==> src/rtl/srb_pkg.sv <==
// ----------------------------------------------------------------------------
// srb_pkg
// shared types, constants and helpers for the stream reassembly buffer
// ----------------------------------------------------------------------------
package srb_pkg;

   localparam int BUF_BYTES  = 4096;
   localparam int LANE_BYTES = 8;
   localparam int OFS_W      = 62;
   localparam int DATA_W     = 64;
   localparam int CNT_W      = 4;
   localparam int STAT_W     = 3;
   localparam int SLOT_W     = $clog2(BUF_BYTES);
   localparam int LANE_W     = $clog2(LANE_BYTES);
   localparam int ROWS       = BUF_BYTES / LANE_BYTES;
   localparam int ROW_W      = $clog2(ROWS);

   localparam logic CMD_APPEND = 1'b0;
   localparam logic CMD_READ   = 1'b1;

   localparam logic [STAT_W-1:0] ST_OK    = 3'd0;
   localparam logic [STAT_W-1:0] ST_OLD   = 3'd1;
   localparam logic [STAT_W-1:0] ST_FLOW  = 3'd2;
   localparam logic [STAT_W-1:0] ST_FINAL = 3'd3;
   localparam logic [STAT_W-1:0] ST_WAIT  = 3'd4;
   localparam logic [STAT_W-1:0] ST_END   = 3'd5;

   typedef struct packed {
      logic              cmd;
      logic [OFS_W-1:0]  stream_offset;
      logic [DATA_W-1:0] chunk_data;
      logic [CNT_W-1:0]  byte_count;
      logic              fin_flag;
   } req_type;

   typedef struct packed {
      logic [STAT_W-1:0] status;
      logic [DATA_W-1:0] read_data;
      logic [CNT_W-1:0]  read_count;
      logic [OFS_W-1:0]  contiguous_point;
   } rsp_type;

   typedef struct packed {
      logic              cmd;
      logic [OFS_W-1:0]  offset;
      logic [DATA_W-1:0] data;
      logic [CNT_W-1:0]  count;
      logic              fin;
      logic [OFS_W:0]    end_pos;
   } work_type;

   // row of a bank that holds the byte of a run starting at slot pos
   function automatic logic [ROW_W-1:0] bank_row(input logic [SLOT_W-1:0] pos,
                                                 input logic [LANE_W-1:0] bank);
      bank_row = pos[SLOT_W-1:LANE_W] + ROW_W'(bank < pos[LANE_W-1:0]);
   endfunction

endpackage

==> src/rtl/srb_front.sv <==
// ----------------------------------------------------------------------------
// srb_front
// request intake: clamps the count and forms the end offset of a request
// ----------------------------------------------------------------------------
module srb_front (
   input  logic              clock,
   input  logic              reset,
   input  logic              req_valid,
   output logic              req_ready,
   input  srb_pkg::req_type  req_data,
   output logic              q_valid,
   input  logic              q_ready,
   output srb_pkg::work_type q_data
);
   import srb_pkg::*;

   logic     valid_ff, valid_in;
   work_type data_ff, data_in;
   logic [CNT_W-1:0] count_c;

   assign req_ready = !valid_ff || q_ready;
   assign q_valid   = valid_ff;
   assign q_data    = data_ff;

   always_comb begin
      count_c = (req_data.byte_count > CNT_W'(LANE_BYTES)) ? CNT_W'(LANE_BYTES)
                                                          : req_data.byte_count;
      data_in         = data_ff;
      valid_in        = valid_ff && !q_ready;
      if (req_valid && req_ready) begin
         valid_in        = 1'b1;
         data_in.cmd     = req_data.cmd;
         data_in.offset  = req_data.stream_offset;
         data_in.data    = req_data.chunk_data;
         data_in.count   = count_c;
         data_in.fin     = req_data.fin_flag;
         data_in.end_pos = {1'b0, req_data.stream_offset} + (OFS_W+1)'(count_c);
      end
   end

   always_ff @(posedge clock) begin
      if (reset) begin
         valid_ff <= 1'b0;
      end else begin
         valid_ff <= valid_in;
      end
      data_ff <= data_in;
   end

endmodule

==> config.mk <==
export PLATFORM = sky130hd
export DESIGN_NAME = srb_front
export DESIGN_NICKNAME = d
export VERILOG_FILES = /design/src/rtl/srb_pkg.sv /design/src/rtl/srb_front.sv
export SDC_FILE = /design/constraint.sdc
export NUM_CORES = 1
export LEC_CHECK = 0
export CAP_MARGIN = 20
export CORE_AREA = 2 2 131 133
export CTS_CLUSTER_SIZE = 30
export DETAILED_ROUTE_END_ITERATION = 6
export DIE_AREA = 0 0 133 135
export DONT_BUFFER_PORTS = 1
export HOLD_SLACK_MARGIN = 0.06
export PLACE_DENSITY = 0.71
export REMOVE_ABC_BUFFERS = 1
export SLEW_MARGIN = 25
export SYNTH_ARGS = -nofsm -noshare
export SYNTH_HDL_FRONTEND = slang
export SYNTH_SLANG_ARGS = --single-unit
==> constraint.sdc <==
create_clock -name clock -period 8.1 [get_ports clock]
set_clock_uncertainty 0.15 [all_clocks]
set_input_delay 2.025 -clock clock [delete_from_list [all_inputs] [get_ports clock]]
set_output_delay 2.025 -clock clock [all_outputs]
set_load 0.03 [all_outputs]
* Word-level counts from Yosys, hierarchy flattened
Cells that the tools add are included.
** Storage, ports and cells
- Flip-flop bits (word level) :: 196
- Bits of input ports :: 136
** Operators by class
- Muxes and demuxes :: 2
- Add/sub/neg operators :: 1
- Reduce and logical (&&, ||, !) cells :: 5
- Magnitude comparators :: 1
** Operators by type and width (count)
- $add 62x4->63 :: 1
- $gt 4x4->1 const B :: 1
- $mux 4 :: 1
- $logic_and 1x1->1 :: 2
- $logic_not 1->1 :: 2
- $logic_or 1x1->1 :: 1
- $mux 1 :: 1

* Depth between registers and ports, before layout
- Depth in word-level cells :: 4
- Depth in mapped cells :: 9
- Mapped depth without buffers :: 8

* Worst setup path after synthesis
No wires, ideal clock.
- Kind :: input to register
- From :: in q_ready
- To :: reg data_ff (netlist bit q_data[0]) (enable)
- Slack :: 526 ps
- Buffers on the path :: 0
- Stages on the path :: 2
- Data arrival time :: 6846 ps
- Data required time :: 7372 ps
- Setup time :: 578 ps
- Cells stage by stage :: nand2b_1 and2_1
** On the way
- Longest elaborated chain between the ends :: 2
** Ends and longest elaborated chain
- start, declared :: RTL line srb_front.sv:12 : input logic q_ready,
- $logic_or 1x1->1 :: RTL line srb_front.sv:21 : assign req_ready = !valid_ff || q_ready;
- $logic_and 1x1->1 :: RTL line srb_front.sv:30 : if (req_valid && req_ready) begin
- end signal, assigned :: RTL line srb_front.sv:47 : data_ff <= data_in;
- end, declared :: RTL line srb_front.sv:18 : work_type data_ff, data_in;
Every way passes these cells.
A chain may end at the register's enable or synchronous reset.

* Final worst setup path
- From :: in q_ready
- To :: out req_ready
** On the way
- Longest elaborated chain between the ends :: 1
** Ends and longest elaborated chain
- $logic_or 1x1->1 :: RTL line srb_front.sv:21
- end, declared :: RTL line srb_front.sv:9 : output logic req_ready,
Every way passes these cells.

==> summary.md <==
| Metric | Value |
|---|---|
| Status | `completed` |
| Post-CTS setup buffers | `0` |
| H-tree lvl count | `4` |
| Grt total ovfl | `0` |
| Die height | `135 um` |
| Crit-path max cell delay | `roughly 0.31 ns` |
| Global-route wire length before repair | `24.29 mm` |
| Hold buffer count at cts | `0` |
| Initial antenna violation count | `0` |
| Initial DRC Count | `around 260` |
| Filler Cells Inserted | `approximately 1300` |
| Slew margin rel. | `35.04%` |
| Design Area, Final | `8351 um^2` |
| All-Layer GR Usage | `18.77%` |
| CTS buffer count | `17` |
| WL/cell | `25.62 um` |
| Post-DP Area | `7755 um^2` |
| Clock insertion delay at the later pin of the skew report | `around 0.42 ns` |
| Clk pin slew, worst setup/hold paths | `~0.070 ns` |
| Antenna diodes | `0` |
| Number of global-route vias before repair | `around 3600` |
| CP Data Arrival Time | `2.33 ns` |
| Final setup viols | `0` |
| Met3 Usage GRT | `around 8.3%` |
| CP Launch Type | `primary input` |
| Share of cells above drive strength 1 | `roughly an eighth` |
| Main synth FF type | `edfxtp_1` |
| Tcrit/Tclk final | `a little under three fifths` |
| Largest net degree at the start of global routing | `78` |
| Avg Cell Area, Syn | `around 17 um^2` |
| Root Buffer Master | `clkbuf_16` |
| Yosys top cell by area | `edfxtp_1` |
| 1st-pass router iterations | `6` |
| Largest cells by area after synthesis | `edfxtp_1 (78%), xor2_1 (4.2%), xnor2_1 (2.7%)` |
| Busiest layer in global routing | `met2` |
| FFs w/ async S/R, synth | `0%` |
| ANT nets after route | `0` |
| RSZ-0062 raised after global routing | `no` |
| Nets | `slightly below 600` |
| PwrDens | `269.3 nW/um^2` |
| Critical path class | `in -> out` |
| Crit-path cells | `nand2b_1` |
| Synth unique cells | `36` |
| Cts repair resizes | `0` |
| Crit path time final | `4.508 ns` |
| Crit path max-delay family | `simple AND/OR/NAND/NOR gates` |
| Area fraction of the dominant cell type after synthesis | `78.27%` |
| Worst Setup End Kind | `output pin` |
| Crit path required time | `5.93 ns` |
| Port Buf Inserts | `0` |
| Number of synthesized flops with an enable pin | `195` |
| P_leak | `roughly 0.0027 uW` |
| DR vias | `3797` |
| Total core area | `between 15000 and 20000 um^2` |
| Via density | `approximately 5.6` |
| Dpl hpwl | `12.76 mm` |
| Synth Cell Area | `roughly 7500 um^2` |
| Total wire length | `17.37 mm` |
| Die area | `17960 um^2` |
| Synth Instances | `428` |
| CTS tree | `built` |
| Highest clock rate | `221.8 MHz` |
| Maximum VDD drop | `134.5 uV` |
| RePlAce Congestion | `0.7901` |
| Final hold vios | `0` |
| # DRC | `0` |
| Fin. max-slew vios | `0` |
| Cell Rows | `47` |
| Met1 global-route usage | `22.17%` |
| Initial core utilization | `45.60%` |
| Flops & latches, synth | `between 150 and 200` |
| Met2 Usage GRT | `31.09%` |
| CTS sink count | `196` |
| Tightest Hold Check Type | `reg -> reg` |
| Ys Warns | `0` |
| Register area share after synthesis | `78.54%` |
| Setup TNS | `0 ns` |
| Worst-Margin Slew | `0.9743 ns` |
| Slowest cell on the critical path | `nand2b_1` |
| Boundary pin count | `333` |
| Layout area overhead | `11.62%` |
| Crit path buf inv count | `0` |
| Die X | `about 130 um` |
| CTS Buffer Depth | `2` |
| Worst-path maximum fanout | `3` |
| Maxcap violations | `0` |
final timing paths:
check | from | end | slack [ns] | cells after the start
max | q_ready | req_ready | 3.59 | 1
min | q_valid | q_valid | 0.77 | 2
max reg2reg | q_valid | q_data[30] | 5.14 | 3
min reg2reg | q_valid | q_valid | 0.77 | 2
stage by stage:
stage                     hold WS [ns]  worst slack (ns)  instances  utilization, %  total power [uW]
after floorplan                 0.7095            0.5260        424               -              1407
after global placement          0.7453             3.587        646           47.27              1423
after detailed placement        0.7596             3.481        646           47.27              1426
after CTS                       0.7714             3.589        678           50.90              2267
after global routing            0.8141             3.575        678           50.90              2312
final                           0.7651             3.592        678           50.90              2249
per-layer routing:
metal	up-vias	share of wire (%)
met2	248	51
met3	19	10
met1	1844	38
li1	1686	-
met5	-	0
met4	0	1.4
cell usage after synthesis (2+ instances only):
cell type	number
and4_1	2
buf_2	3
ha_1	4
nor4_1	5
nor3_1	17
nand2_1	21
and2_1	3
inv_1	7
nand3_1	31
xor2_1	36
nor4_2	6
and3_1	5
nand4_1	15
edfxtp_1	195
nor2_1	21
a21oi_1	3
nand2b_1	2
nor2b_1	4
nor3_2	8
xnor2_1	23
nand4_4	2
kinds of logic after synthesis:
group | after synthesis | share of synthesized area, %
DFF | 196 | 78.54
AOI/OAI and AO/OA | 9 | 0.9199
and+or+nand+nor | 148 | 12.09
adders and majority gates | 5 | 0.9366
xor gates and xnor gates | 59 | 6.907
buffers and inverters | 11 | 0.6021
area by class of cell:
type,instances,area [um^2],area share [%]
clock buffers,18,429.2,5.139
clock inverters,14,166.4,1.993
inverters,7,26.28,0.3147
multi-input cells,221,1563,18.71
flip-flops and latches,196,5876,70.36
well taps,220,275.3,3.296
repair buffers,2,15.01,0.1798
layout by cell type (no fill, tap or decap), types with 3 or more instances in the layout:
cell type,netlist,final
nor4_1,5,5
nand3_1,31,31
ha_1,4,4
nor2_1,21,21
nor3_2,8,8
inv_6,0,4
nand2_1,21,21
nand4_1,15,15
a21oi_1,3,3
nor2b_1,4,4
and3_1,5,5
clkinv_4,0,3
xor2_1,36,36
xnor2_1,23,23
inv_8,0,3
nor3_1,17,17
clkbuf_16,0,17
nor4_2,6,6
edfxtp_1,195,195
inv_1,7,7
power by group:
group	switching (uW)	internal, uW	leakage (uW)	total (uW)
Combinational	44.2	18.6	0.000553	62.7
Clock	380	466	0.000289	846
Sequential	144	1200	0.00190	1340
Total	569	1680	0.00274	2250
state kept, by name (all words and copies together), names as in the netlist:
| name | cells |
|---|---|
| q_data | 195 |
| q_valid | 1 |
(Power assumes the default switching activity.)
