==> config.mk <==
export PLATFORM = sky130hd
export DESIGN_NAME = srb_queue
export DESIGN_NICKNAME = d
export VERILOG_FILES = /design/src/rtl/srb_pkg.sv /design/src/rtl/srb_queue.sv
export SDC_FILE = /design/constraint.sdc
export NUM_CORES = 1
export LEC_CHECK = 0
export BUFFER_PORTS_ARGS = -buffer_cell sky130_fd_sc_hd__buf_2
export CORE_MARGIN = 2
export CORE_UTILIZATION = 53
export DETAILED_ROUTE_END_ITERATION = 10
export GPL_ROUTABILITY_DRIVEN = 1
export PLACE_DENSITY_LB_ADDON = 0.3
export SYNTH_ARGS = -nofsm -noshare
export SYNTH_HDL_FRONTEND = slang
export SYNTH_SLANG_ARGS = --single-unit
==> constraint.sdc <==
create_clock -name clock -period 9 [get_ports clock]
set_input_delay 2.25 -clock clock [delete_from_list [all_inputs] [get_ports clock]]
set_output_delay 2.25 -clock clock [all_outputs]
set_load 0.02 [all_outputs]
==> src/rtl/srb_pkg.sv <==
// ----------------------------------------------------------------------------
// srb_pkg
// shared types, constants and helpers for the stream reassembly buffer
// ----------------------------------------------------------------------------
package srb_pkg;

   localparam int BUF_BYTES  = 4096;
   localparam int LANE_BYTES = 8;
   localparam int OFS_W      = 62;
   localparam int DATA_W     = 64;
   localparam int CNT_W      = 4;
   localparam int STAT_W     = 3;
   localparam int SLOT_W     = $clog2(BUF_BYTES);
   localparam int LANE_W     = $clog2(LANE_BYTES);
   localparam int ROWS       = BUF_BYTES / LANE_BYTES;
   localparam int ROW_W      = $clog2(ROWS);

   localparam logic CMD_APPEND = 1'b0;
   localparam logic CMD_READ   = 1'b1;

   localparam logic [STAT_W-1:0] ST_OK    = 3'd0;
   localparam logic [STAT_W-1:0] ST_OLD   = 3'd1;
   localparam logic [STAT_W-1:0] ST_FLOW  = 3'd2;
   localparam logic [STAT_W-1:0] ST_FINAL = 3'd3;
   localparam logic [STAT_W-1:0] ST_WAIT  = 3'd4;
   localparam logic [STAT_W-1:0] ST_END   = 3'd5;

   typedef struct packed {
      logic              cmd;
      logic [OFS_W-1:0]  stream_offset;
      logic [DATA_W-1:0] chunk_data;
      logic [CNT_W-1:0]  byte_count;
      logic              fin_flag;
   } req_type;

   typedef struct packed {
      logic [STAT_W-1:0] status;
      logic [DATA_W-1:0] read_data;
      logic [CNT_W-1:0]  read_count;
      logic [OFS_W-1:0]  contiguous_point;
   } rsp_type;

   typedef struct packed {
      logic              cmd;
      logic [OFS_W-1:0]  offset;
      logic [DATA_W-1:0] data;
      logic [CNT_W-1:0]  count;
      logic              fin;
      logic [OFS_W:0]    end_pos;
   } work_type;

   // row of a bank that holds the byte of a run starting at slot pos
   function automatic logic [ROW_W-1:0] bank_row(input logic [SLOT_W-1:0] pos,
                                                 input logic [LANE_W-1:0] bank);
      bank_row = pos[SLOT_W-1:LANE_W] + ROW_W'(bank < pos[LANE_W-1:0]);
   endfunction

endpackage

==> src/rtl/srb_queue.sv <==
// ----------------------------------------------------------------------------
// srb_queue
// two-entry request queue between intake and execution
// ----------------------------------------------------------------------------
module srb_queue (
   input  logic              clock,
   input  logic              reset,
   input  logic              in_valid,
   output logic              in_ready,
   input  srb_pkg::work_type in_data,
   output logic              out_valid,
   input  logic              out_ready,
   output srb_pkg::work_type out_data
);
   import srb_pkg::*;

   work_type   entry_ff [2];
   logic       wr_ptr_ff, wr_ptr_in;
   logic       rd_ptr_ff, rd_ptr_in;
   logic [1:0] cnt_ff, cnt_in;
   logic       push, pop;

   assign in_ready  = (cnt_ff != 2'd2);
   assign out_valid = (cnt_ff != 2'd0);
   assign out_data  = entry_ff[rd_ptr_ff];
   assign push      = in_valid && in_ready;
   assign pop       = out_valid && out_ready;

   always_comb begin
      wr_ptr_in = push ? !wr_ptr_ff : wr_ptr_ff;
      rd_ptr_in = pop ? !rd_ptr_ff : rd_ptr_ff;
      cnt_in    = cnt_ff + 2'(push) - 2'(pop);
   end

   always_ff @(posedge clock) begin
      if (reset) begin
         wr_ptr_ff <= 1'b0;
         rd_ptr_ff <= 1'b0;
         cnt_ff    <= 2'd0;
      end else begin
         wr_ptr_ff <= wr_ptr_in;
         rd_ptr_ff <= rd_ptr_in;
         cnt_ff    <= cnt_in;
      end
      if (push) begin
         entry_ff[wr_ptr_ff] <= in_data;
      end
   end

endmodule

### Yosys cells after proc, flatten, opt, wreduce, memory -nomap -nowiden

Memory sizes are Yosys's and may differ from the RTL's. A register that Yosys moved wholly into a read port is not among the register bits.
Cells that the tools add are included.
Widths: inputs -> output; s select.

* word-level logic and storage cells: 16
* register bits: 4
* RAM bits: 390
* memories kept: 1

* add/sub/neg operators: 2
* eq/ne operators: 1
* mux-type cells: 4
* reductions and logical operators: 5

Memories
* entry_ff: words 2, bits a word 195, rd ports 1, clocked after Yosys merged registers in 1, wr ports 1, line srb_queue.sv:17 `work_type entry_ff [2];`

Operator list (number)
* $mux 1: 4
* $add 2x1->2: 1
* $logic_and 1x1->1: 2
* $logic_not 1->1: 2
* $ne 2x2->1 const B: 1
* $reduce_bool 2->1: 1
* $sub 2x1->2: 1

### Longest topological paths before layout

Gate-level depths: netlist of run 1.

* depth in word-level cells: 4
* depth in mapped cells: 6
* gate-level depth less buffers: 6

### Worst setup path after synthesis of run 1

No wires, ideal clock.

* kind: in2reg
* start point: in in_valid
* end point: mem entry_ff[1][0] (netlist name), enable pin
* stages: 1
* slack: 1.663 ns
* required time: 8.419 ns
* setup time: 0.581 ns
* arrival: 6.756 ns
* path through: and3_1

* longest elaborated chain between the ends: 3

Ends and longest elaborated chain
* start, declared: line srb_queue.sv:8 `input logic in_valid,`
* $logic_and 1x1->1: line srb_queue.sv:26 `assign push = in_valid && in_ready;`
* $mux 1: line srb_queue.sv:45 `if (push) begin`
* $mux 1 (implied by the code): line srb_queue.sv:46 `entry_ff[wr_ptr_ff] <= in_data;`
* end, declared: line srb_queue.sv:17

No other way between the ends.

==> results of run 1 <==
-- routing by layer --
metal / GRT usage, % / up-vias
met3: 5.81 / 57
met4: 7.93 / 0
li1: - / 3394
met1: 21.0 / 3613
met2: 31.8 / 288
met5: 0 / -
-- cell usage after synthesis (all sizes together) --
cell type | n | area, um^2
inv | 1 | 3.75
nor4 | 1 | 6.26
buf | 22 | 223
o21ai | 2 | 10.0
a21bo | 1 | 10.0
nand3 | 1 | 5.00
nand2b | 1 | 6.26
or2 | 1 | 6.26
nor4bb | 1 | 10.0
dfxtp | 5 | 100
ha | 1 | 12.5
nor3 | 1 | 5.00
xor2 | 1 | 8.76
and3 | 2 | 12.5
mux2 | 195 | 2760
o21ba | 1 | 10.0
o31a | 1 | 8.76
nand3b | 1 | 7.51
nor2b | 1 | 6.26
and2b | 1 | 7.51
a21oi | 1 | 5.00
nor2 | 4 | 15.0
edfxtp | 390 | 11700
-- flip-flops by register name (all words and copies together) (netlist names), named ones only --
| signal | cells |
|---|---|
| wr_ptr_ff | 1 |
| rd_ptr_ff | 1 |
| entry_ff | 390 |
| cnt_ff | 2 |
-- power groups by stage --
stage / combinational, W / clock [W] / sequential (W)
global route: 0.00125 / 0.00162 / 0.00233
CTS: 0.00119 / 0.00156 / 0.00232
finish: 0.00118 / 0.00152 / 0.00232
global placement: 0.00118 / 0 / 0.00235
detailed placement: 0.00119 / 0 / 0.00236
floorplan: 0.000910 / 0 / 0.00234
-- worst max-delay path, cell delays in order (launching register included) --
cell	delay, ns
dfxtp_4	0.91
buf_4	0.85
mux2_4	0.36
buf_2	0.16
-- through the flow --
| step | instances | utilization, % |
|---|---|---|
| finish | 1469 | 66.5 |
| global route | 1467 | 66.5 |
| CTS | 1457 | 66.4 |
| detailed placement | 1391 | 62.1 |
| global placement | 1391 | 62.1 |
| floorplan | 636 | - |
-- kinds of logic after synthesis --
kind of cell,Yosys count
DFF,395
adders and majority gates,1
AOI/OAI and AO/OA,6
buffers and inverters,23
muxes,195
xor gates and xnor gates,1
and+or+nand+nor,15
-- path summary, 6_finish.rpt --
check             startpoint               end  slack [ns]  depth (start not counted)
setup / recovery    register      out_data[83]        3.90                          3
hold / removal     rd_ptr_ff         rd_ptr_ff        0.51                          2
setup reg to reg   cnt_ff[0]  entry_ff[0][101]        6.26                          4
hold reg to reg    rd_ptr_ff         rd_ptr_ff        0.51                          2
-- final cells by class --
type	instances	area, um^2	area share, %
timing repair buffer	399	2030	11.0
inverter	1	11.3	0.0609
tap	378	473	2.56
antenna	12	30.0	0.163
clock inverter	9	92.6	0.501
clock buffer	57	1110	5.99
sequential	395	11800	63.9
multi-input combinational	218	2920	15.8
==> run_summary.xml, run 1 <==
<?xml version="1.0" encoding="UTF-8"?>
<metrics>
  <group name="timing">
    <metric name="grt_setup_unrepaired" unit="">no</metric>
    <metric name="fmaxAchievable" unit="MHz">196</metric>
    <metric name="fin_ws" unit="ns">3.90</metric>
    <metric name="min_period" unit="ns">5.10</metric>
    <metric name="max-slew-margin-rel" unit="%">26.1</metric>
    <metric name="timing.clock.skew" unit="ns">0.0102</metric>
    <metric name="setup_violations" unit="">0</metric>
    <metric name="timing_max_transition_violations_final" unit="">0</metric>
    <metric name="timing.final.crit_share" unit="%">56.6</metric>
    <metric name="worst_pin_slew" unit="ns">1.11</metric>
    <metric name="final-hold-violation-count" unit="">0</metric>
    <metric name="fin_worst_hold_slack" unit="ns">0.506</metric>
    <metric name="fin_tns_setup" unit="ns">0</metric>
  </group>
  <group name="cts">
    <metric name="clock-root-buffer" unit="">clkbuf_16</metric>
    <metric name="tritoncts.num_buffers" unit="">40</metric>
    <metric name="clock_latency_on_the_worst_skew_pair" unit="ns">0.51</metric>
    <metric name="postCtsResizedCells" unit="">0</metric>
    <metric name="clk_transition_reported_paths" unit="ns">0.05</metric>
    <metric name="cts.htree.levels" unit="">2</metric>
    <metric name="tritoncts_clock_tree" unit="">built</metric>
    <metric name="cts_max_path_buffers" unit="">3</metric>
    <metric name="tritoncts_num_sinks" unit="">395</metric>
    <metric name="cts.repair_timing.setup_buffer_count" unit="">0</metric>
    <metric name="cts_hold_repair.buffers" unit="">0</metric>
  </group>
  <group name="die">
    <metric name="fp-row-count" unit="">61</metric>
    <metric name="chipWidth" unit="um">172</metric>
    <metric name="die_h" unit="um">172</metric>
    <metric name="core_area" unit="um^2">27800</metric>
    <metric name="io_pins" unit="">396</metric>
    <metric name="die_area" unit="um^2">29600</metric>
    <metric name="start_util" unit="%">53.8</metric>
  </group>
  <group name="synthesis">
    <metric name="syn_avg_cell_area" unit="um^2">23.5</metric>
    <metric name="postSynthCellCount" unit="">636</metric>
    <metric name="post_synthesis_sequential_area_ratio" unit="%">79.0</metric>
    <metric name="synth_simple_gate_area_share" unit="%">0.586</metric>
    <metric name="synthMuxAreaShare" unit="%">18.5</metric>
    <metric name="syn_area" unit="um^2">14900</metric>
    <metric name="flip_flop_and_latch_count_after_synthesis" unit="">395</metric>
    <metric name="synth_compound_gate_area_share" unit="%">0.293</metric>
    <metric name="synth_cell_type_count" unit="">25</metric>
    <metric name="syn_nets" unit="">836</metric>
    <metric name="yosysWarningCount" unit="">0</metric>
    <metric name="xor_and_xnor_area_share_after_synthesis" unit="%">0.0586</metric>
    <metric name="synth-adder-area-share" unit="%">0.0837</metric>
    <metric name="combinational_family_with_the_most_area_after_synthesis" unit="">multiplexers</metric>
  </group>
  <group name="global_routing">
    <metric name="total_routing_resource_utilization_after_global_routing" unit="%">18.3</metric>
    <metric name="first_global_vias" unit="">7125</metric>
    <metric name="grt_remaining_overflow" unit="">0</metric>
    <metric name="grt_max_degree" unit="">163</metric>
    <metric name="grt_pass1_wl" unit="um">40300</metric>
    <metric name="initial_antenna_violation_count" unit="">12</metric>
  </group>
  <group name="route">
    <metric name="top_signal_layer_used" unit="">met4</metric>
    <metric name="detailroute.wirelength.met2" unit="um">15200</metric>
    <metric name="post_drt_wl_per_cell" unit="um">19.5</metric>
    <metric name="vias" unit="">7352</metric>
    <metric name="drc_errors" unit="">0</metric>
    <metric name="drt_wl_total" unit="um">28600</metric>
    <metric name="drt-initial-drc-count" unit="">597</metric>
    <metric name="met3_length" unit="um">2350</metric>
    <metric name="post_drt_via_cell_ratio" unit="">5.00</metric>
    <metric name="detailed_routing_wirelength_on_met1" unit="um">10100</metric>
    <metric name="antenna_violating_nets_post_route" unit="">0</metric>
    <metric name="firstDrtPassIters" unit="">5</metric>
  </group>
  <group name="worst_setup_path">
    <metric name="critPathRequiredTime" unit="ns">6.75</metric>
    <metric name="critical_path.startpoint_type" unit="">register</metric>
    <metric name="setup.worst_path.end_class" unit="">primary output</metric>
    <metric name="critical_path.max_fanout" unit="">54</metric>
    <metric name="worst_ep_arrival_time" unit="ns">2.85</metric>
    <metric name="criticalPathCategory" unit="">register to primary output</metric>
  </group>
  <group name="cells_and_area">
    <metric name="post-route-cell-area" unit="um^2">18500</metric>
    <metric name="filler_cell_count" unit="">1958</metric>
    <metric name="final_common_cell" unit="">buf_2</metric>
    <metric name="final_layout_size_suffix_gt1_share" unit="%">60.1</metric>
    <metric name="area_delta_synth_final" unit="%">23.6</metric>
    <metric name="net_count_final" unit="">1255</metric>
    <metric name="final_cell_mix" unit="">buf_2, edfxtp_1, mux2_4</metric>
  </group>
  <group name="pwr">
    <metric name="clock_power_share" unit="%">30.3</metric>
    <metric name="total_power" unit="W">0.00502</metric>
    <metric name="power.density" unit="nW/um^2">272</metric>
    <metric name="static-leakage-power" unit="nW">7.15</metric>
    <metric name="power_frac_seq" unit="%">46.2</metric>
    <metric name="cellInternalPower" unit="W">0.00367</metric>
    <metric name="p_switching" unit="W">0.00135</metric>
    <metric name="combinationalPowerShare" unit="%">23.5</metric>
    <metric name="ir_drop" unit="mV">0.255</metric>
    <metric name="swShare" unit="%">26.8</metric>
  </group>
  <group name="place">
    <metric name="dpl_cell_area" unit="um^2">17200</metric>
    <metric name="dp_hpwl" unit="um">19000</metric>
    <metric name="place_worst_setup_slack" unit="ns">4.37</metric>
    <metric name="globalplace.congestion" unit="">0.754</metric>
    <metric name="numPortBuffers" unit="">395</metric>
  </group>
  <group name="hold_path">
    <metric name="min-delay-path-class" unit="">register to register</metric>
  </group>
  <group name="status">
    <metric name="run_status" unit="">finished clean</metric>
  </group>
  <group name="flow_run">
    <metric name="maxCapViolations" unit="">0</metric>
  </group>
</metrics>
No activity file was read; power rests on OpenSTA's default activity.
==> inputs of run 2 (changes only) <==
CORE_UTILIZATION = 47   (was 53)
clock period = 4.4 ns   (was 9 ns; I/O delays follow)
==> run 2 against run 1 <==
Combinational power increased by 110%; die area up 12%; register-to-register slack worse by 4.3 ns; routed wire length increased by 1.2%; via count grew 0.35%; non-clock buffer count is 13 higher; critical path type unchanged; critical endpoint is now out_data[15]; highest routed layer unchanged.
==> run_summary.xml, run 2 (synthesis gave the netlist of run 1 again) <==
<?xml version="1.0" encoding="UTF-8"?>
<metrics>
  <group name="status">
    <metric name="run_status" unit="">finished clean</metric>
  </group>
  <group name="pwr">
    <metric name="ir_drop" unit="mV">0.400</metric>
    <metric name="combinationalPowerShare" unit="%">24.4</metric>
    <metric name="power.density" unit="nW/um^2">551</metric>
    <metric name="p_switching" unit="W">0.00284</metric>
    <metric name="power_frac_seq" unit="%">46.0</metric>
    <metric name="swShare" unit="%">27.7</metric>
    <metric name="clock_power_share" unit="%">29.6</metric>
    <metric name="static-leakage-power" unit="nW">7.22</metric>
    <metric name="cellInternalPower" unit="W">0.00741</metric>
  </group>
  <group name="cells_and_area">
    <metric name="net_count_final" unit="">1268</metric>
    <metric name="final_common_cell" unit="">buf_2</metric>
    <metric name="final_cell_mix" unit="">buf_2, edfxtp_1, mux2_4</metric>
    <metric name="largest_register" unit="">entry_ff</metric>
    <metric name="fin_cells" unit="">1501</metric>
    <metric name="flip_flop_count_of_the_largest_register_after_layout" unit="">390</metric>
    <metric name="post-route-cell-area" unit="um^2">18600</metric>
    <metric name="final_layout_size_suffix_gt1_share" unit="%">60.7</metric>
    <metric name="largest_registers" unit="">entry_ff x390, cnt_ff x2</metric>
    <metric name="filler_cell_count" unit="">2384</metric>
    <metric name="area_delta_synth_final" unit="%">24.4</metric>
  </group>
  <group name="global_routing">
    <metric name="grt_remaining_overflow" unit="">0</metric>
    <metric name="total_routing_resource_utilization_after_global_routing" unit="%">16.8</metric>
    <metric name="use_met1" unit="%">18.5</metric>
    <metric name="grt_max_degree" unit="">107</metric>
    <metric name="initial_antenna_violation_count" unit="">4</metric>
    <metric name="grt-busiest-layer" unit="">met2</metric>
    <metric name="first_global_vias" unit="">7692</metric>
    <metric name="grt_pass1_wl" unit="um">42600</metric>
    <metric name="grt.met3_usage" unit="%">5.35</metric>
    <metric name="use_met2" unit="%">30.4</metric>
  </group>
  <group name="die">
    <metric name="core_area" unit="um^2">31500</metric>
    <metric name="chipWidth" unit="um">182</metric>
    <metric name="start_util" unit="%">47.5</metric>
    <metric name="die_area" unit="um^2">33200</metric>
    <metric name="fp-row-count" unit="">65</metric>
    <metric name="io_pins" unit="">396</metric>
    <metric name="die_h" unit="um">182</metric>
  </group>
  <group name="timing">
    <metric name="max-slew-margin-rel" unit="%">32.2</metric>
    <metric name="min_period" unit="ns">3.44</metric>
    <metric name="timing_max_transition_violations_final" unit="">0</metric>
    <metric name="setup_violations" unit="">0</metric>
    <metric name="timing.clock.skew" unit="ns">0.0111</metric>
    <metric name="grt_setup_unrepaired" unit="">no</metric>
    <metric name="timing.final.crit_share" unit="%">78.2</metric>
    <metric name="final-hold-violation-count" unit="">0</metric>
    <metric name="worst_pin_slew" unit="ns">1.02</metric>
    <metric name="fmaxAchievable" unit="MHz">291</metric>
  </group>
  <group name="route">
    <metric name="drc_errors" unit="">0</metric>
    <metric name="post_drt_via_cell_ratio" unit="">4.92</metric>
    <metric name="drt-initial-drc-count" unit="">392</metric>
    <metric name="post_drt_wl_per_cell" unit="um">19.3</metric>
    <metric name="firstDrtPassIters" unit="">4</metric>
    <metric name="antenna_violating_nets_post_route" unit="">0</metric>
    <metric name="drt_wl_total" unit="um">28900</metric>
    <metric name="vias" unit="">7378</metric>
  </group>
  <group name="worst_setup_path">
    <metric name="critical_path.startpoint_type" unit="">register</metric>
    <metric name="setup.worst_path.end_class" unit="">primary output</metric>
    <metric name="critical-path-slowest-cell" unit="">dfxtp_4</metric>
    <metric name="criticalPathCategory" unit="">register to primary output</metric>
    <metric name="critical-path-max-stage-delay" unit="ns">0.86</metric>
    <metric name="worstRegToRegCells" unit="">4</metric>
    <metric name="critPathRequiredTime" unit="ns">3.30</metric>
    <metric name="critical_path.max_fanout" unit="">46</metric>
    <metric name="worst_ep_arrival_time" unit="ns">2.34</metric>
    <metric name="crit_path_cell_trace" unit="">buf_4, mux2_2, buf_2</metric>
  </group>
  <group name="cts">
    <metric name="clk_transition_reported_paths" unit="ns">0.06</metric>
    <metric name="cts_hold_repair.buffers" unit="">0</metric>
    <metric name="tritoncts_num_sinks" unit="">395</metric>
    <metric name="clock_latency_on_the_worst_skew_pair" unit="ns">0.52</metric>
    <metric name="postCtsResizedCells" unit="">0</metric>
    <metric name="clock-root-buffer" unit="">clkbuf_16</metric>
    <metric name="tritoncts_clock_tree" unit="">built</metric>
    <metric name="cts.repair_timing.setup_buffer_count" unit="">0</metric>
    <metric name="tritoncts.num_buffers" unit="">40</metric>
    <metric name="cts.htree.levels" unit="">2</metric>
    <metric name="cts_max_path_buffers" unit="">3</metric>
  </group>
  <group name="hold_path">
    <metric name="worstHoldPathCells" unit="">2</metric>
    <metric name="min-delay-path-class" unit="">register to register</metric>
  </group>
  <group name="place">
    <metric name="dp_hpwl" unit="um">19700</metric>
    <metric name="dpl_cell_area" unit="um^2">17400</metric>
    <metric name="numPortBuffers" unit="">395</metric>
    <metric name="dp.cells" unit="">1428</metric>
    <metric name="globalplace.congestion" unit="">0.740</metric>
  </group>
  <group name="flow_run">
    <metric name="maxCapViolations" unit="">0</metric>
  </group>
</metrics>
-- run 2: cell types whose count changed in the layout (fill, tap and decap cells not counted), moves of 4 or more --
cell      previous run  this run
clkinv_1             4         8
buf_4                2        11
clkbuf_1            14         9
clkinv_2             2         6
buf_12               2         6
diode_2             12         4
-- run 2: final timing paths --
check | startpoint | end | slack [ns]
worst min register to register | rd_ptr_ff | rd_ptr_ff | 0.51
worst max register to register | cnt_ff[0] | entry_ff[0][174] | 1.99
worst max-delay path | register | out_data[15] | 0.96
worst min-delay path | rd_ptr_ff | rd_ptr_ff | 0.51
-- run 2: worst max-delay path, delay by kind of cell, from the launching register on --
kind / cells / cell delay, ns
flip-flops: 1 / 0.86
buffers and inverters: 2 / 0.55
multiplexers: 1 / 0.38
-- run 2: metal layers --
layer | routed length, um | vias up | share of wire (%)
met1 | 10600 | 3646 | 36
met4 | 924 | 0 | 3.2
li1 | - | 3406 | -
met2 | 15200 | 267 | 53
met3 | 2250 | 59 | 7.8
met5 | 0 | - | 0
-- run 2: power by group through the flow --
| stage | logic, W | registers [W] | clock network (W) |
|---|---|---|---|
| after floorplan | 0.00186 | 0.00475 | 0 |
| final | 0.00250 | 0.00472 | 0.00303 |
| after CTS | 0.00254 | 0.00473 | 0.00312 |
| after global routing | 0.00264 | 0.00476 | 0.00326 |
| after detailed placement | 0.00253 | 0.00480 | 0 |
| after global placement | 0.00252 | 0.00478 | 0 |
-- run 2: final cells by class --
type / instances / area [um^2] / area share, %
Sequential cell: 395 / 11800 / 63.5
Antenna cell: 4 / 10.0 / 0.0538
Clock inverter: 18 / 92.6 / 0.498
Timing Repair Buffer: 412 / 2180 / 11.7
Clock buffer: 51 / 1070 / 5.77
Tap cell: 402 / 503 / 2.70
Inverter: 1 / 7.51 / 0.0404
Multi-Input combinational cell: 218 / 2920 / 15.7
-- run 2: metrics by stage --
stage | power, W | TNS (ns) | worst slack, ns | utilization, % | hold WS [ns]
4_1_cts | 0.0104 | 0 | 0.882 | 59.1 | 0.515
3_3_place_gp | 0.00730 | 0 | 1.34 | 55.4 | 0.483
5_1_grt | 0.0107 | 0 | 0.814 | 59.1 | 0.539
6_report | 0.0103 | 0 | 0.961 | 59.1 | 0.511
3_5_place_dp | 0.00733 | 0 | 1.31 | 55.4 | 0.494
2_1_floorplan | 0.00661 | -26.37 | -0.135 | - | 0.472
==> inputs of run 3 (changes only) <==
clock period = 3 ns   (was 4.4 ns; I/O delays follow)
==> run 3 against run 2 <==
Cell count up 0.27%; register-to-register slack worse by 0.85 ns; critical path depth rose by 1; non-clock buffer count up 1; sequential power rose by 45%; critical path type unchanged; largest cell class unchanged; highest routed layer is now met5.
==> run_summary.xml, run 3 (synthesis gave the netlist of run 1 again) <==
<?xml version="1.0" encoding="UTF-8"?>
<metrics>
  <group name="status">
    <metric name="run_status" unit="">finished clean</metric>
  </group>
  <group name="flow_run">
    <metric name="maxCapViolations" unit="">0</metric>
  </group>
  <group name="die">
    <metric name="chipWidth" unit="um">182</metric>
    <metric name="die_area" unit="um^2">33200</metric>
    <metric name="die_h" unit="um">182</metric>
    <metric name="start_util" unit="%">47.5</metric>
    <metric name="fp-row-count" unit="">65</metric>
    <metric name="core_area" unit="um^2">31500</metric>
    <metric name="io_pins" unit="">396</metric>
  </group>
  <group name="route">
    <metric name="antenna_violating_nets_post_route" unit="">0</metric>
    <metric name="firstDrtPassIters" unit="">4</metric>
    <metric name="post_drt_via_cell_ratio" unit="">4.94</metric>
    <metric name="drc_errors" unit="">0</metric>
    <metric name="vias" unit="">7442</metric>
    <metric name="drt_wl_total" unit="um">28900</metric>
    <metric name="post_drt_wl_per_cell" unit="um">19.2</metric>
    <metric name="drt-initial-drc-count" unit="">376</metric>
  </group>
  <group name="global_routing">
    <metric name="grt_remaining_overflow" unit="">0</metric>
    <metric name="total_routing_resource_utilization_after_global_routing" unit="%">16.7</metric>
    <metric name="grt_pass1_wl" unit="um">42500</metric>
    <metric name="initial_antenna_violation_count" unit="">5</metric>
    <metric name="first_global_vias" unit="">7534</metric>
    <metric name="grt_max_degree" unit="">90</metric>
  </group>
  <group name="cts">
    <metric name="clock-root-buffer" unit="">clkbuf_16</metric>
    <metric name="cts_max_path_buffers" unit="">3</metric>
    <metric name="clock_latency_on_the_worst_skew_pair" unit="ns">0.51</metric>
    <metric name="clk_transition_reported_paths" unit="ns">0.06</metric>
    <metric name="postCtsResizedCells" unit="">0</metric>
    <metric name="cts.htree.levels" unit="">2</metric>
    <metric name="tritoncts_clock_tree" unit="">built</metric>
    <metric name="cts_hold_repair.buffers" unit="">0</metric>
    <metric name="tritoncts.num_buffers" unit="">41</metric>
    <metric name="tritoncts_num_sinks" unit="">395</metric>
    <metric name="cts.repair_timing.setup_buffer_count" unit="">0</metric>
  </group>
  <group name="pwr">
    <metric name="clock_power_share" unit="%">30.1</metric>
    <metric name="static-leakage-power" unit="nW">7.26</metric>
    <metric name="power.density" unit="nW/um^2">810</metric>
    <metric name="cellInternalPower" unit="W">0.0110</metric>
    <metric name="swShare" unit="%">27.5</metric>
    <metric name="combinationalPowerShare" unit="%">24.7</metric>
    <metric name="p_switching" unit="W">0.00417</metric>
    <metric name="power_frac_seq" unit="%">45.2</metric>
    <metric name="ir_drop" unit="mV">0.519</metric>
  </group>
  <group name="cells_and_area">
    <metric name="filler_cell_count" unit="">2354</metric>
    <metric name="final_layout_size_suffix_gt1_share" unit="%">60.5</metric>
    <metric name="final_cell_mix" unit="">buf_2, edfxtp_1, mux2_4</metric>
    <metric name="largest_register" unit="">entry_ff</metric>
    <metric name="post-route-cell-area" unit="um^2">18700</metric>
    <metric name="largest_registers" unit="">entry_ff x390, cnt_ff x2</metric>
    <metric name="area_delta_synth_final" unit="%">25.1</metric>
    <metric name="flip_flop_count_of_the_largest_register_after_layout" unit="">390</metric>
    <metric name="net_count_final" unit="">1270</metric>
    <metric name="final_common_cell" unit="">buf_2</metric>
  </group>
  <group name="timing">
    <metric name="grt_setup_unrepaired" unit="">no</metric>
    <metric name="final-hold-violation-count" unit="">0</metric>
    <metric name="fin_tns_setup" unit="ns">0</metric>
    <metric name="max-slew-margin-rel" unit="%">59.4</metric>
    <metric name="timing_max_transition_violations_final" unit="">0</metric>
    <metric name="setup_violations" unit="">0</metric>
    <metric name="timing.final.crit_share" unit="%">91.3</metric>
    <metric name="fmaxAchievable" unit="MHz">365</metric>
    <metric name="timing.clock.skew" unit="ns">0.0105</metric>
    <metric name="worst_pin_slew" unit="ns">0.609</metric>
    <metric name="min_period" unit="ns">2.74</metric>
  </group>
  <group name="hold_path">
    <metric name="min-delay-path-class" unit="">input pin to register</metric>
  </group>
  <group name="worst_setup_path">
    <metric name="worst_flop_to_flop_path_startpoint" unit="">cnt_ff[0]</metric>
    <metric name="critPathRequiredTime" unit="ns">2.25</metric>
    <metric name="critical_path.max_fanout" unit="">36</metric>
    <metric name="critical_path.endpoint" unit="">out_data[12]</metric>
    <metric name="setup.worst_path.end_class" unit="">primary output</metric>
    <metric name="criticalPathCategory" unit="">register to primary output</metric>
    <metric name="critical_path.startpoint_type" unit="">register</metric>
    <metric name="regToRegSetupSlack" unit="ns">1.14</metric>
    <metric name="worstRegToRegCells" unit="">4</metric>
    <metric name="worstReg2RegEnd" unit="">entry_ff[0][183]</metric>
    <metric name="worst_ep_arrival_time" unit="ns">1.99</metric>
  </group>
  <group name="place">
    <metric name="dpl_cell_area" unit="um^2">17500</metric>
    <metric name="globalplace.congestion" unit="">0.750</metric>
    <metric name="numPortBuffers" unit="">395</metric>
    <metric name="dp_hpwl" unit="um">20100</metric>
  </group>
</metrics>
-- run 3: cell count changes in the layout (fill, tap and decap cells not counted), moves of 2 or more --
cell / before / now
buf_12: 6 / 10
buf_4: 11 / 8
clkbuf_16: 41 / 43
clkinv_1: 8 / 12
clkinv_4: 0 / 2
-- run 3: worst min path at each step --
stage | slack, ns | cells after the start | to | from
floorplan | 0.47 | 2 | register | rd_ptr_ff
global placement | 0.49 | 2 | rd_ptr_ff | rd_ptr_ff
detailed placement | 0.50 | 2 | rd_ptr_ff | rd_ptr_ff
CTS | 0.39 | 1 | entry_ff[0][82] | in_data[82]
global route | 0.39 | 1 | entry_ff[1][78] | in_data[78]
finish | 0.42 | 1 | entry_ff[1][121] | in_data[121]
-- run 3: layer usage --
layer / share of wire (%) / track usage (%) / up-vias
met3: 6.6 / 4.85 / 52
met1: 37 / 18.7 / 3716
met4: 2.6 / 5.45 / 4
met2: 53 / 30.5 / 249
li1: - / - / 3421
met5: 0.097 / 0 / -
-- run 3: critical path, cell delays in order (launching register included) --
cell	delay [ns]
dfxtp_4	0.42
buf_12	0.21
buf_12	0.27
mux2_2	0.38
buf_2	0.16
-- run 3: cell type report --
cell class | instances | area (um^2) | area share (%)
inverter | 1 | 7.51 | 0.0401
sequential | 395 | 11800 | 63.2
clock buffer | 52 | 1110 | 5.93
tap | 402 | 503 | 2.69
clock inverter | 21 | 104 | 0.555
timing repair buffer | 413 | 2240 | 12.0
multi-input combinational | 218 | 2920 | 15.6
antenna | 3 | 7.51 | 0.0401
-- run 3: power by group through the flow --
| stage | sequential [W] | clock [W] | combinational [W] |
|---|---|---|---|
| finish | 0.00684 | 0.00456 | 0.00374 |
| global route | 0.00689 | 0.00490 | 0.00396 |
| CTS | 0.00685 | 0.00469 | 0.00381 |
| detailed placement | 0.00697 | 0 | 0.00380 |
| global placement | 0.00693 | 0 | 0.00378 |
| floorplan | 0.00697 | 0 | 0.00273 |
-- run 3: metrics by stage --
step	hold WS, ns	instances	util, %	setup WS (ns)	total power, W
CTS	0.387	1502	59.4	0.224	0.0153
finish	0.415	1505	59.4	0.260	0.0151
global placement	0.495	1429	55.5	0.779	0.0107
floorplan	0.472	636	-	-1.19	0.00970
detailed placement	0.501	1429	55.5	0.779	0.0108
global route	0.390	1504	59.4	0.174	0.0157
